File: src/design/slc_pkg.sv
// Shared types and constants for the set-associative LRU cache lookup core.
`default_nettype none

package slc_pkg;

    // Field and register widths fixed by the interface.
    localparam int ADDR_IN_W  = 32;
    localparam int OFFSET_W   = 5;
    localparam int INDEX_W    = 4;
    localparam int WAYS_W     = 4;
    localparam int CFG_ADDR_W = 2;
    localparam int CFG_DATA_W = 5;

    // Widest set index that index_bits can select (index_bits of at most 15).
    localparam int IDX_W      = 15;
    localparam int WAY_IDX_W  = 3;
    localparam int STAMP_W    = 32;
    localparam int CNT_W      = 32;

    // Result payload: hit, way_used, access_total, hit_total, padded to bytes.
    localparam int RES_W      = 1 + WAY_IDX_W + CNT_W + CNT_W;
    localparam int OUT_W      = ((RES_W + 7) / 8) * 8;

    // Configuration register indexes.
    localparam logic [CFG_ADDR_W-1:0] CFG_OFFSET_BITS = 2'd0;
    localparam logic [CFG_ADDR_W-1:0] CFG_INDEX_BITS  = 2'd1;
    localparam logic [CFG_ADDR_W-1:0] CFG_WAYS        = 2'd2;

    // Configuration reset values.
    localparam logic [OFFSET_W-1:0] OFFSET_RST = 5'd2;
    localparam logic [INDEX_W-1:0]  INDEX_RST  = 4'd0;
    localparam logic [WAYS_W-1:0]   WAYS_RST   = 4'd1;

    // Running result of the way scan of one set.
    typedef struct packed {
        logic                 hit_found;
        logic [WAY_IDX_W-1:0] hit_way;
        logic                 empty_found;
        logic [WAY_IDX_W-1:0] empty_way;
        logic                 best_found;
        logic [STAMP_W-1:0]   best_stamp;
        logic [WAY_IDX_W-1:0] best_way;
    } scan_t;

endpackage

`default_nettype wire

File: src/design/slc_way_cmp.sv
// Way compare unit: folds one stored entry into the running scan of a set.
`default_nettype none

module slc_way_cmp
    import slc_pkg::*;
#(
    parameter int TAG_W = 32
)
(
    input  wire logic                 entry_valid,
    input  wire logic [TAG_W-1:0]     entry_tag,
    input  wire logic [STAMP_W-1:0]   entry_stamp,
    input  wire logic [WAY_IDX_W-1:0] way,
    input  wire logic [TAG_W-1:0]     block,
    input  wire scan_t                scan_in,
    output scan_t                     scan_out
);

    always_comb
    begin
        scan_out = scan_in;
        // The first matching valid way is the hit.
        if (!scan_in.hit_found && entry_valid && (entry_tag == block))
        begin
            scan_out.hit_found = 1'b1;
            scan_out.hit_way   = way;
        end
        // The lowest invalid way is the preferred victim.
        if (!scan_in.empty_found && !entry_valid)
        begin
            scan_out.empty_found = 1'b1;
            scan_out.empty_way   = way;
        end
        // Oldest stamp among valid ways; a strict compare keeps the lowest way on ties.
        if (entry_valid && (!scan_in.best_found || (entry_stamp < scan_in.best_stamp)))
        begin
            scan_out.best_found = 1'b1;
            scan_out.best_stamp = entry_stamp;
            scan_out.best_way   = way;
        end
    end

endmodule

`default_nettype wire

File: config.mk
export PLATFORM = sky130hd
export DESIGN_NAME = slc_way_cmp
export DESIGN_NICKNAME = d
export VERILOG_FILES = /design/src/design/slc_pkg.sv /design/src/design/slc_way_cmp.sv
export SDC_FILE = /design/constraint.sdc
export NUM_CORES = 1
export LEC_CHECK = 0
export ABC_AREA = 1
export BUFFER_PORTS_ARGS = -buffer_cell sky130_fd_sc_hd__buf_2
export CAP_MARGIN = 20
export CORE_MARGIN = 5
export CORE_UTILIZATION = 40
export DETAILED_ROUTE_END_ITERATION = 7
export GPL_TIMING_DRIVEN = 0
export PLACE_DENSITY = 0.84
export SYNTH_ARGS = -nofsm -noshare
export SYNTH_HDL_FRONTEND = slang
export SYNTH_SLANG_ARGS = --single-unit
File: constraint.sdc
create_clock -name vclk -period 2.2
set_clock_uncertainty 0.05 [all_clocks]
set_input_delay 0 -clock vclk [all_inputs]
set_output_delay 0 -clock vclk [all_outputs]
set_load 0.02 [all_outputs]
## Word level (Yosys, flattened, before mapping)

Cells that the tools add are included.

- Bits in registers: 0
- Latch bits: 0
- Bits in writable memories: 0
- ROM bits: 0
- Word-level logic and storage cells: 14
- Memories kept: 0

- $add $sub $neg: 0
- $mul: 0
- Divide/modulo/power cells: 0
- Order comparisons: 1
- Equal/unequal tests: 1
- Shifts and indexed selects: 0
- Mux-type cells: 3
- Bitwise logic cells: 0
- Reduce and logical (&&, ||, !) cells: 9

Operators with widths:

| operator | count |
|---|---|
| 2-to-1 mux 36 bit | 1 |
| == test 32 bit | 1 |
| less-than comparator 32 bit | 1 |
| 2-to-1 mux 4 bit | 2 |
| logical AND 1 bit | 4 |
| logical NOT 1 bit | 4 |
| logical OR 1 bit | 1 |

## Depth between registers and ports, before layout

- Depth after elaboration: 4
- Mapped depth: 17
- Gate-level depth less buffers: 16

## Worst setup path after synthesis

OpenSTA, ideal clock, no wires.

- Kind: input to output
- Start: in scan_in[24] (netlist name)
- End: out scan_out[10] (netlist name)
- Arrival: 1.339 ns
- Required time: 2.150 ns
- Slack: 0.811 ns
- Stages on the path: 12
- Cells stage by stage: inv_1 > ha_1 > a21oi_2 > nor2_1 > nor2_1 > nand3_1 > a21oi_4 > nand2_2 > nand2_4 > buf_4 > nand3_1 > nand2_2

RTL lines:

| what | RTL line | text |
|---|---|---|
| from (decl) | slc_way_cmp.sv:15 | `input wire scan_t scan_in,` |
| to (decl) | slc_way_cmp.sv:16 | `output scan_t scan_out` |

==> flow_metrics.tcl <==
set metrics [dict create \
    end_kind "primary output" \
    ant_nets 0 \
    grt_pass1_vias 3039 \
    status "complete, no violations" \
    place.gp.congestion 0.908 \
    die_h_um 83.3 \
    netlist_instances 354 \
    synth_cell_type_count 34 \
    wl_mm 7.45 \
    crit_type "input port to primary output" \
    hold_path_depth 4 \
    finalSetupViolCount 0 \
    drive_above_1_share_pct 50.7 \
    tightest_slew_ps 386 \
    drt-initial-drc-count 97 \
    hold_class "input port to primary output" \
    antenna_found_initial 0 \
    synth.most_common_cell "nand2_1" \
    crit_slowest_cell "ha_1" \
    cp_common_cell "nand2_1" \
    wl_per_cell_um 12.2 \
    post-route-period-util_pct 83.0 \
    final_nets 719 \
    report.final.slew_viol_count 0 \
    viasPerCell 4.85 \
    die_w_um 83.3 \
    placementRows 26 \
    area_delta_synth_final_pct 47.9 \
    ys_top_cells_by_area "ha_1 18%, nand2_2 18%, nand2_1 12%" \
    track_usage_pct 20.4 \
    die-area_mm2 0.00693 \
    fin_crit_ps 1830 \
    ioPinCount 188 \
    cellPowerDensity_mw_per_mm2 236 \
    syn_nets 529 \
    cts_resized 0 \
    final-seq-area_um2 0 \
    critPathRequiredTime_ps 2150 \
    path_cells "buf_2 > inv_1 > ha_1 > a21oi_2 > nor2_1 > nor3_4 > nand2_1 > nand2_1 > nand2_1 > nand2_1 > nand2_2 > nand2_4 > buf_4 > nand3_1 > nand2_2 > buf_2" \
    vias 2968 \
    fin_setup_tns_ps 0 \
    grt_max_degree 11 \
    synth_top_area_share_pct 18.1 \
    cp.arrival_ps 1780 \
    hold_viol 0 \
    synth_warnings 0 \
    avgSynthCellArea_um2 6.07 \
    cp-start-kind "input port" \
    place_hpwl_mm 6.80 \
    final.clkbuf_count 0 \
    synthTopCellsByCount "66 x nand2_1, 62 x inv_1, 61 x nand2_2" \
    slew_headroom_pct 74.3 \
    total_power_mw 0.751 \
    min-delay-start "scan_in[39]" \
    rsz0062_at_grt "no" \
    post-cts-setup-buffers 0 \
    gr-total-overflow 0 \
    holdBufCountCts 0 \
    io_buffers 188 \
    fmax_mhz 548 \
    cap_violations 0 \
    grt_pass1_wl_mm 12.6 \
    syn_area_mm2 0.00215 \
    vdd_drop_max_mv 0.125 \
    n_sequential_cell 0 \
    synth_top_cell_by_area "ha_1" \
    route.detailed.drc 0 \
    crit_fanout 10 \
    diodes 0 \
    hold_end "scan_out[39]" \
    start_util_pct 41.5 \
    synth_seq_area_share_pct 0 \
    leakagePower_nw 2.01 \
    core_area_mm2 0.00517 \
    drtPass1Iterations 4 \
    slowest_delay_ps 290 \
]
## placed cells by master (no fill, tap or decap), drive strengths merged, types with 3 or more instances in the layout
master | synthesis | layout
buf | 7 | 195
nand2 | 129 | 129
inv | 62 | 62
nand3 | 44 | 44
ha | 31 | 31
nor2 | 20 | 20
a21oi | 14 | 14
xor2 | 6 | 6
o21ai | 6 | 6
xnor2 | 5 | 5
or2 | 4 | 4
o22ai | 4 | 4
o2111ai | 4 | 4
nor3 | 4 | 4
nand4 | 3 | 3
mux2 | 3 | 3
## final cells by class
type / instances / area (um^2)
fill: 498 / 2000
buffer: 10 / 130
inverter: 62 / 233
multi-input combinational: 282 / 1780
timing repair buffer: 188 / 941
tap: 70 / 87.6
## where the power goes
group | internal, mW | switching [mW]
sequential | 0 | 0
clock | 0 | 0
combinational | 0.325 | 0.426
total | 0.325 | 0.426
## worst max-delay path: cells and delay by family
family | cells | cell delay (ps)
AND/OR/NAND/NOR | 10 | 840
adder cells (fa/ha/maj) | 1 | 290
AO/OA/AOI/OAI | 1 | 130
buffers and inverters | 4 | 510
## cells by family after synthesis
| group | synth area share [%] |
|---|---|
| simple gates | 48.9 |
| mux | 1.57 |
| buf+inv | 16.9 |
| fa+ha+maj | 18.1 |
| xor+xnor | 4.49 |
| compound gates | 10.1 |
## how the worst max path moves through the flow
stage,start,to
after global routing,scan_in[8],scan_out[6]
after global placement,scan_in[8],scan_out[10]
after detailed placement,scan_in[8],scan_out[14]
final,scan_in[8],scan_out[6]
after CTS,scan_in[8],scan_out[6]
after floorplan,scan_in[24],scan_out[10]
## per-stage QoR
step                cells  utilization (%)  instance area, um^2  setup WS, ps  hold WS (ps)
global route          612             61.4                 3180           187           291
global placement      612             61.4                 3180           427           257
detailed placement    612             61.4                 3180           375           261
floorplan             354                -                 2150           811          77.7
finish                612             61.4                 3180           375           259
CTS                   612             61.4                 3180           368           262
## per-layer routing
metal	GRT usage (%)	routed length, um
met5	0	0
met4	3.86	165
met3	3.27	645
met2	41.0	3900
met1	22.1	2740
Power figures use the tool's default switching activity.
