--- config.mk ---
export PLATFORM = sky130hd
export DESIGN_NAME = slc_addr_split
export DESIGN_NICKNAME = d
export VERILOG_FILES = /design/src/design/slc_pkg.sv /design/src/design/slc_addr_split.sv
export SDC_FILE = /design/constraint.sdc
export NUM_CORES = 1
export LEC_CHECK = 0
export ABC_AREA = 1
export BUFFER_PORTS_ARGS = -buffer_cell sky130_fd_sc_hd__buf_4
export CAP_MARGIN = 20
export CELL_PAD_IN_SITES_DETAIL_PLACEMENT = 1
export CELL_PAD_IN_SITES_GLOBAL_PLACEMENT = 1
export CORE_ASPECT_RATIO = 0.5
export CORE_MARGIN = 5
export CORE_UTILIZATION = 32
export DETAILED_ROUTE_END_ITERATION = 7
export PLACE_DENSITY = 0.91
export REMOVE_ABC_BUFFERS = 1
export SYNTH_ARGS = -nofsm -noshare
export SYNTH_HDL_FRONTEND = slang
export SYNTH_SLANG_ARGS = --single-unit
--- constraint.sdc ---
create_clock -name vclk -period 1.9
set_input_delay 0.095 -clock vclk [all_inputs]
set_output_delay 0.095 -clock vclk [all_outputs]
set_load 0.05 [all_outputs]
--- src/design/slc_pkg.sv ---
// Shared types and constants for the set-associative LRU cache lookup core.
`default_nettype none

package slc_pkg;

    // Field and register widths fixed by the interface.
    localparam int ADDR_IN_W  = 32;
    localparam int OFFSET_W   = 5;
    localparam int INDEX_W    = 4;
    localparam int WAYS_W     = 4;
    localparam int CFG_ADDR_W = 2;
    localparam int CFG_DATA_W = 5;

    // Widest set index that index_bits can select (index_bits of at most 15).
    localparam int IDX_W      = 15;
    localparam int WAY_IDX_W  = 3;
    localparam int STAMP_W    = 32;
    localparam int CNT_W      = 32;

    // Result payload: hit, way_used, access_total, hit_total, padded to bytes.
    localparam int RES_W      = 1 + WAY_IDX_W + CNT_W + CNT_W;
    localparam int OUT_W      = ((RES_W + 7) / 8) * 8;

    // Configuration register indexes.
    localparam logic [CFG_ADDR_W-1:0] CFG_OFFSET_BITS = 2'd0;
    localparam logic [CFG_ADDR_W-1:0] CFG_INDEX_BITS  = 2'd1;
    localparam logic [CFG_ADDR_W-1:0] CFG_WAYS        = 2'd2;

    // Configuration reset values.
    localparam logic [OFFSET_W-1:0] OFFSET_RST = 5'd2;
    localparam logic [INDEX_W-1:0]  INDEX_RST  = 4'd0;
    localparam logic [WAYS_W-1:0]   WAYS_RST   = 4'd1;

    // Running result of the way scan of one set.
    typedef struct packed {
        logic                 hit_found;
        logic [WAY_IDX_W-1:0] hit_way;
        logic                 empty_found;
        logic [WAY_IDX_W-1:0] empty_way;
        logic                 best_found;
        logic [STAMP_W-1:0]   best_stamp;
        logic [WAY_IDX_W-1:0] best_way;
    } scan_t;

endpackage

`default_nettype wire

--- src/design/slc_addr_split.sv ---
// Address splitter: block address and raw set index from a byte address.
`default_nettype none

module slc_addr_split
    import slc_pkg::*;
#(
    parameter int TAG_W = 32
)
(
    input  wire logic [ADDR_IN_W-1:0] address,
    input  wire logic [OFFSET_W-1:0]  offset_bits,
    input  wire logic [INDEX_W-1:0]   index_bits,
    output logic      [TAG_W-1:0]     block,
    output logic      [IDX_W-1:0]     idx
);

    logic [IDX_W-1:0] idx_mask;

    // Taking the low TAG_W bits drops address bits above the address width.
    assign block    = address[TAG_W-1:0] >> offset_bits;
    assign idx_mask = ~({IDX_W{1'b1}} << index_bits);
    assign idx      = block[IDX_W-1:0] & idx_mask;

endmodule

`default_nettype wire

======== After elaboration in Yosys (flattened, before gate mapping) ========
Index checks and enable logic that the tools add are counted.
storage, ports and cells
  output and inout port bits .............. 47
  register bits after elaboration ......... 0
  input bits .............................. 41
  logic and storage cells ................. 4
operators by class
  shift-type cells ........................ 2
  bitwise logic cells ..................... 2
operator list
  operator                                            count
  >> shifter 32 x 5 -> 32 bit                         1
  bitwise AND 15 bit                                  1
  inverter 15 bit                                     1
  << shifter 15 x 4 -> 15 bit (first input constant)  1

======== Logic depth before layout (Yosys ltp) ========
Gate-level depths: netlist of run 1.
  word-level depth ........................ 3
  gate-level depth with buffers ........... 10
  gate-level depth less buffers ........... 9

======== Worst setup path before layout of run 1 ========
Ideal clock, no wire load.
  path type ............................... input -> output
  start point ............................. input port offset_bits[3]
  end point ............................... output port block[28]
  cell stages on the path ................. 3
  buffers on the path ..................... 2
  setup slack ............................. -0.223 ns
  required time ........................... 1.805 ns
  data arrival time ....................... 2.028 ns
  cell sequence ........................... clkbuf_1 buf_1 nor4_1
between the ends
  word-level cells in the longest chain between the ends .. 1
ends and longest elaborated chain
  item                         RTL line              text
  start, declared              slc_addr_split.sv:11  input wire logic [OFFSET_W-1:0] offset_bits,
  >> shifter 32 x 5 -> 32 bit  slc_addr_split.sv:20  assign block = address[TAG_W-1:0] >> offset_bits;
  end, declared                slc_addr_split.sv:13  output logic [TAG_W-1:0] block,
No other way between the ends.

======== Worst setup path in the final report of run 1 ========
  start point ............................. input port offset_bits[0]
  end point ............................... output port idx[4]
between the ends
  word-level cells in the longest chain between the ends .. 2
ends and longest elaborated chain
  item                         RTL line              text
  >> shifter 32 x 5 -> 32 bit  slc_addr_split.sv:20
  bitwise AND 15 bit           slc_addr_split.sv:22  assign idx = block[IDX_W-1:0] & idx_mask;
  end, declared                slc_addr_split.sv:14  output logic [IDX_W-1:0] idx
No other way between the ends.

==> impl_metrics.json, run 1 <==
{
  "path_common_cell": "nand2_1",
  "dpl.hpwl_mm": 7.31,
  "ys_seq_area_share_pct": 0,
  "yosysWarnings": 0,
  "chipWidth_um": 117,
  "ioPinCount": 88,
  "grt.overflow.total": 0,
  "worst_slew_pin_slew_ps": 552,
  "grt_pass1_vias": 3054,
  "nClkBuffers": 0,
  "first_pass_iters": 5,
  "drive_gt1_share_pct": 21.7,
  "yosysUniqueCellTypes": 19,
  "core_um2": 5490,
  "status": "completed",
  "cp.required_ps": 1800,
  "seq_cell_count": 0,
  "period_needed_ps": 1770,
  "finalHoldViolations": 0,
  "rsz0062_at_grt": "no",
  "criticalPathCategory": "primary input to output pin",
  "antenna_found_initial": 0,
  "start_util_pct": 33.1,
  "cp_slowest_stage_delay_ps": 230,
  "netlist_area_um2": 1820,
  "die_area_um2": 7380,
  "place_area_um2": 2490,
  "final_antenna_net_count": 0,
  "cp-start-kind": "primary input",
  "p_leak_nw": 1.37,
  "post-cts-setup-buffer-count": 0,
  "cts_resized": 0,
  "crit_family": "simple AND/OR/NAND/NOR gates",
  "max_freq_mhz": 564,
  "worst-path-buf-inv": 4,
  "synth_top_area_share_pct": 47.6,
  "die_h_um": 63.3,
  "ir_drop_uv": 168,
  "endpoint_kind": "output pin",
  "path_cells": "buf_4, inv_2, buf_4, nand2_1, nand3_1, nand2_1, nor2_1, nand2_1, nand3_1, nand2_1, nor2_1, buf_4",
  "final-seq-area_um2": 0,
  "ctsHoldBuffers": 0,
  "rows": 19,
  "setup_tns_ps": 0,
  "grt_max_degree": 37,
  "drt-wirelength-per-cell_um": 16.6,
  "netlist_instances": 404,
  "wirelength_mm": 8.98,
  "place_congestion": 0.957,
  "utilization_pct": 45.5,
  "drc": 0,
  "power_density_nw_per_um2": 422,
  "dp_cells": 542,
  "nNetsFinal": 512,
  "synthTopCellsByArea": "nand3_1 48%, nand2_1 28%, buf_2 4.4%",
  "timing.hold.ws_ps": 626,
  "slew_violations": 0,
  "relSlewSlack_pct": 63.2,
  "fillers": 845,
  "final_cells": 542,
  "crit_fanout": 16,
  "slowest_stage": "inv_2",
  "dr_total_vias": 3133,
  "max-cap-violations": 0,
  "finalSetupViolations": 0,
  "stdcell_area_um2": 2500,
  "synth_top_cell_by_area": "nand3_1",
  "finalCritPeriodShare_pct": 93.3,
  "port_buffers": 88,
  "vias_per_cell": 5.78,
  "grtUsageTotal_pct": 23.3,
  "synth_area_per_cell_um2": 4.50,
  "drt_iter0_drc": 216,
  "antenna_cells": 0,
  "syn2layout_area_growth_pct": 37.3,
  "grt_pass1_wl_mm": 14.5,
  "hold_class": "primary input to output pin",
  "arrival_ps": 1680
}
[cell usage in the layout, fill, tap and decap left out]
master    instances
clkinv_1          1
nor3_1            2
nand4_1           1
nand3_1         173
or2_2             1
o21ai_1           1
nor2_1           21
inv_1             9
nor3_2            1
inv_2             3
and2_1            1
o21ai_0           4
buf_12            1
nand2_1         135
a21oi_1          15
and3_1            1
buf_4            96
nor4_1            3
[synth_stat cells]
cell type and instances:
inv_2 3, buf_1 2, o21ai_0 5, inv_1 9, a21oi_1 15, nand3_1 173, buf_4 3, buf_2 16
nor4_1 3, and2_1 1, nor2_1 21, and3_1 1, nor3_1 3, nand2_1 135, buf_6 1, clkinv_1 1
nand4_1 1, clkbuf_1 10, or2_2 1
[final cells by class]
type | instances | area [um^2] | share of cell area [%]
inverters | 13 | 48.8 | 1.95
well taps | 73 | 91.3 | 3.66
multi-input cells | 359 | 1620 | 64.7
repair buffers | 97 | 741 | 29.7
[final timing paths]
kind / start / endpoint / depth (start not counted)
max: offset_bits[0] / idx[4] / 12
min: index_bits[2] / idx[11] / 4
[tightest hold or removal path, stage by stage]
cell and delay [ps]:
buf_4 150, nand2_1 60, a21oi_1 40, buf_4 180
[stage by stage]
step | setup WS [ps] | power [W]
finish | 127 | 0.00105
global route | 4.01 | 0.00112
CTS | 145 | 0.00104
detailed placement | 146 | 0.00104
global placement | 251 | 0.00102
floorplan | -292 | 0.000650
[cells by family after synthesis]
kind of cell | share of synthesized area [%]
simple gates | 83.1
buf+inv | 11.4
compound gates | 5.51
[power breakdown]
part	total [W]	switching [W]	internal [W]
Sequential	0	0	0
Clock	0	0	0
Combinational	0.00105	0.000735	0.000319
Total	0.00105	0.000735	0.000319
[routing by layer]
layer / wire, um / track usage, % / share of wire [%]
met1: 3940 / 32.2 / 44
met2: 4240 / 40.7 / 47
met3: 666 / 1.53 / 7.4
met4: 126 / 3.00 / 1.4
met5: 0 / 0 / 0
No activity file was read; power rests on OpenSTA's default activity.
==> run 2: changes to the inputs <==
- CORE_UTILIZATION: 32 -> 27
- PLACE_DENSITY: 0.91 -> 0.82
- clock period: 1.9 -> 1.57 ns (I/O delays scaled with it)
==> impl_metrics.json, run 2 (synthesis results as in run 1) <==
{
  "drc": 0,
  "power.total_w": 0.00135,
  "cp_slowest_stage_delay_ps": 190,
  "seq_cell_count": 0,
  "cp.required_ps": 1490,
  "finalCritPeriodShare_pct": 94.4,
  "final_antenna_net_count": 0,
  "drt_iter0_drc": 270,
  "relSlewSlack_pct": 79.3,
  "finalHoldViolations": 0,
  "grt_max_degree": 33,
  "post-cts-setup-buffer-count": 0,
  "grt_pass1_vias": 2971,
  "arrival_ps": 1400,
  "core_um2": 6620,
  "endpoint_kind": "output pin",
  "path_common_cell": "buf_4",
  "antenna_cells": 0,
  "grt.overflow.total": 0,
  "fillers": 991,
  "final_cells": 578,
  "first_pass_iters": 4,
  "ir_drop_uv": 189,
  "dp_cells": 578,
  "grt_pass1_wl_mm": 14.0,
  "path_cells": "buf_4, buf_12, buf_4, nand2_1, nand3_1, nand3_1, nand2_1, o21ai_0, o21ai_0, buf_4",
  "hold_class": "primary input to output pin",
  "wirelength_mm": 8.88,
  "place_congestion": 0.888,
  "nNetsFinal": 529,
  "p_leak_nw": 1.49,
  "cp-start-kind": "primary input",
  "mostFrequentLayoutCells": "166 x nand3_1, 134 x nand2_1, 103 x buf_4",
  "syn2layout_area_growth_pct": 53.2,
  "die_area_um2": 8570,
  "power_density_nw_per_um2": 484,
  "start_util_pct": 27.5,
  "slowest_stage": "o21ai_0",
  "die_h_um": 68.0,
  "chipWidth_um": 126,
  "utilization_pct": 42.1,
  "vias_per_cell": 5.41,
  "slew_violations": 0,
  "finalSetupViolations": 0,
  "nClkBuffers": 0,
  "final-seq-area_um2": 0,
  "max_freq_mhz": 675,
  "status": "completed",
  "max-cap-violations": 0,
  "drive_gt1_share_pct": 27.6,
  "ioPinCount": 88,
  "criticalPathCategory": "primary input to output pin",
  "dr_total_vias": 3128,
  "worst_slew_pin_slew_ps": 310,
  "layout_commonest_cell": "nand3_1",
  "ctsHoldBuffers": 0,
  "dpl.hpwl_mm": 7.22,
  "port_buffers": 88,
  "rows": 21,
  "drt-wirelength-per-cell_um": 15.4,
  "period_needed_ps": 1480,
  "antenna_found_initial": 0,
  "crit_fanout": 15,
  "grtUsageTotal_pct": 19.3
}
run 2: changes by cell type in the layout (fill, tap and decap cells not counted), sizes merged:
cell and delta:
buf +17
run 2: final timing paths:
| path | cells past startpoint | start | endpoint | slack [ps] |
|---|---|---|---|---|
| worst max-delay path | 10 | offset_bits[0] | block[15] | 90 |
| worst min-delay path | 3 | offset_bits[4] | block[31] | 510 |
run 2: cell type report:
class                           instances  area (um^2)  area share (%)
Inverter                               13         56.3            2.02
Multi-Input combinational cell        359         1670            60.1
Tap cell                               92          115            4.13
Timing Repair Buffer                  114          941            33.8
run 2: repair_timing:
item                                    in CTS  in global routing
pin swaps                                    0                  3
resized for setup                            2                 28
endpoints found under the setup margin       5                 15
run 2: where the power goes:
group	internal, W	switching, W	leakage (nW)
Sequential	0	0	0
Combinational	0.000445	0.000902	1.49
Clock	0	0	0
run 2: metal layers:
metal | track usage (%) | vias up | routed length (um)
met1 | 25.9 | 1494 | 4220
met3 | 0.701 | 6 | 383
met4 | 1.60 | 0 | 49
li1 | - | 1549 | -
met2 | 36.6 | 79 | 4230
met5 | 0 | - | 0
run 2: stage by stage:
step,cell area [um^2],setup slack (ps),TNS (ps),hold WS [ps]
after floorplan,1660,-589,-5670,332
after global placement,2680,15.5,0,509
after detailed placement,2680,-65.0,-186,509
after CTS,2690,22.7,0,509
after global routing,2790,-1.34,-1.34,533
final,2790,87.9,0,513
run 2: worst max-delay path, delay by kind of cell:
kind | cells | cell delay (ps)
AO/OA/AOI/OAI | 2 | 290
AND/OR/NAND/NOR | 4 | 400
buffers and inverters | 4 | 620
==> run 3: changes to the inputs <==
- CORE_ASPECT_RATIO: 0.5 -> 0.7
- RECOVER_POWER: default -> 50
==> impl_metrics.json, run 3 (synthesis results as in run 1) <==
{
  "status": "completed",
  "drc": 0,
  "finalCritPeriodShare_pct": 93.2,
  "chipWidth_um": 108,
  "hold_class": "primary input to output pin",
  "grt_pass1_wl_mm": 14.7,
  "grt_max_degree": 37,
  "worst_slew_pin_slew_ps": 536,
  "syn2layout_area_growth_pct": 44.3,
  "finalHoldViolations": 0,
  "dpl.hpwl_mm": 7.44,
  "ctsHoldBuffers": 0,
  "final_antenna_net_count": 0,
  "arrival_ps": 1390,
  "antenna_cells": 0,
  "rsz0062_at_grt": "yes",
  "grt.overflow.total": 0,
  "dp_cells": 572,
  "endpoint_kind": "output pin",
  "post-cts-setup-buffer-count": 0,
  "power_density_nw_per_um2": 492,
  "ir_drop_uv": 248,
  "port_buffers": 88,
  "utilization_pct": 39.4,
  "core_um2": 6660,
  "nNetsFinal": 521,
  "drt_iter0_drc": 213,
  "cts_resized": 0,
  "cp.required_ps": 1490,
  "max_freq_mhz": 683,
  "seq_cell_count": 0,
  "ioPinCount": 88,
  "rows": 25,
  "slew_violations": 0,
  "period_needed_ps": 1460,
  "wirelength_mm": 9.05,
  "die_h_um": 78.7,
  "antenna_found_initial": 0,
  "criticalPathCategory": "primary input to output pin",
  "first_pass_iters": 4,
  "start_util_pct": 27.3,
  "drt-wirelength-per-cell_um": 15.8,
  "whs_path_depth": 4,
  "finalSetupViolations": 0,
  "timing.hold.ws_ps": 580,
  "worst_slack_ps": 106,
  "relSlewSlack_pct": 64.3,
  "p_leak_nw": 1.42,
  "drive_gt1_share_pct": 24.7,
  "dr_total_vias": 3073,
  "fillers": 982,
  "layout_commonest_cell": "nand3_1",
  "final-seq-area_um2": 0,
  "grtUsageTotal_pct": 20.4,
  "pre_cts_slack_ps": 17.0,
  "nClkBuffers": 0,
  "max-cap-violations": 0,
  "final_cells": 572,
  "cp-start-kind": "primary input",
  "mostFrequentLayoutCells": "172 x nand3_1, 134 x nand2_1, 76 x buf_4",
  "grt_pass1_vias": 3096,
  "die_area_um2": 8500,
  "vias_per_cell": 5.37,
  "place_congestion": 0.943,
  "crit_fanout": 11
}
-- run 3: critical path, cell delays in order --
cell and delay [ps]:
buf_4 140, inv_6 90, buf_4 140, nand2_1 70, nand3_1 90, nand3_1 100
nand3_1 110, nand3_1 140, a21oi_2 200, buf_4 220
-- run 3: cell type report --
cell class | instances | area, um^2 | share of cell area, %
Multi-Input combinational cell | 359 | 1640 | 62.4
Inverter | 13 | 53.8 | 2.05
Timing Repair Buffer | 106 | 815 | 31.0
Tap cell | 94 | 118 | 4.48
-- run 3: path summary, 6_finish.rpt --
kind	startpoint	end	slack (ps)
setup / recovery	offset_bits[0]	idx[14]	110
hold / removal	index_bits[0]	idx[0]	580
-- run 3: stage by stage --
stage                     power (W)  cell area, um^2  TNS [ps]
after floorplan            0.000787             1660     -5670
after global placement      0.00127             2640         0
after detailed placement    0.00129             2640         0
after CTS                   0.00130             2640         0
after global routing        0.00139             2620     -14.1
final                       0.00129             2620         0
-- run 3: metal layers --
metal	track usage (%)	wire length (um)	vias up	share of wire, %
met3	1.81	595	8	6.6
li1	-	-	1530	-
met4	1.77	71	0	0.78
met5	0	0	-	0
met1	28.2	4200	1435	46
met2	35.5	4180	100	46
-- run 3: report_power, final --
group | total [W] | internal (W) | switching, W
clock | 0 | 0 | 0
combinational | 0.00129 | 0.000398 | 0.000894
sequential | 0 | 0 | 0
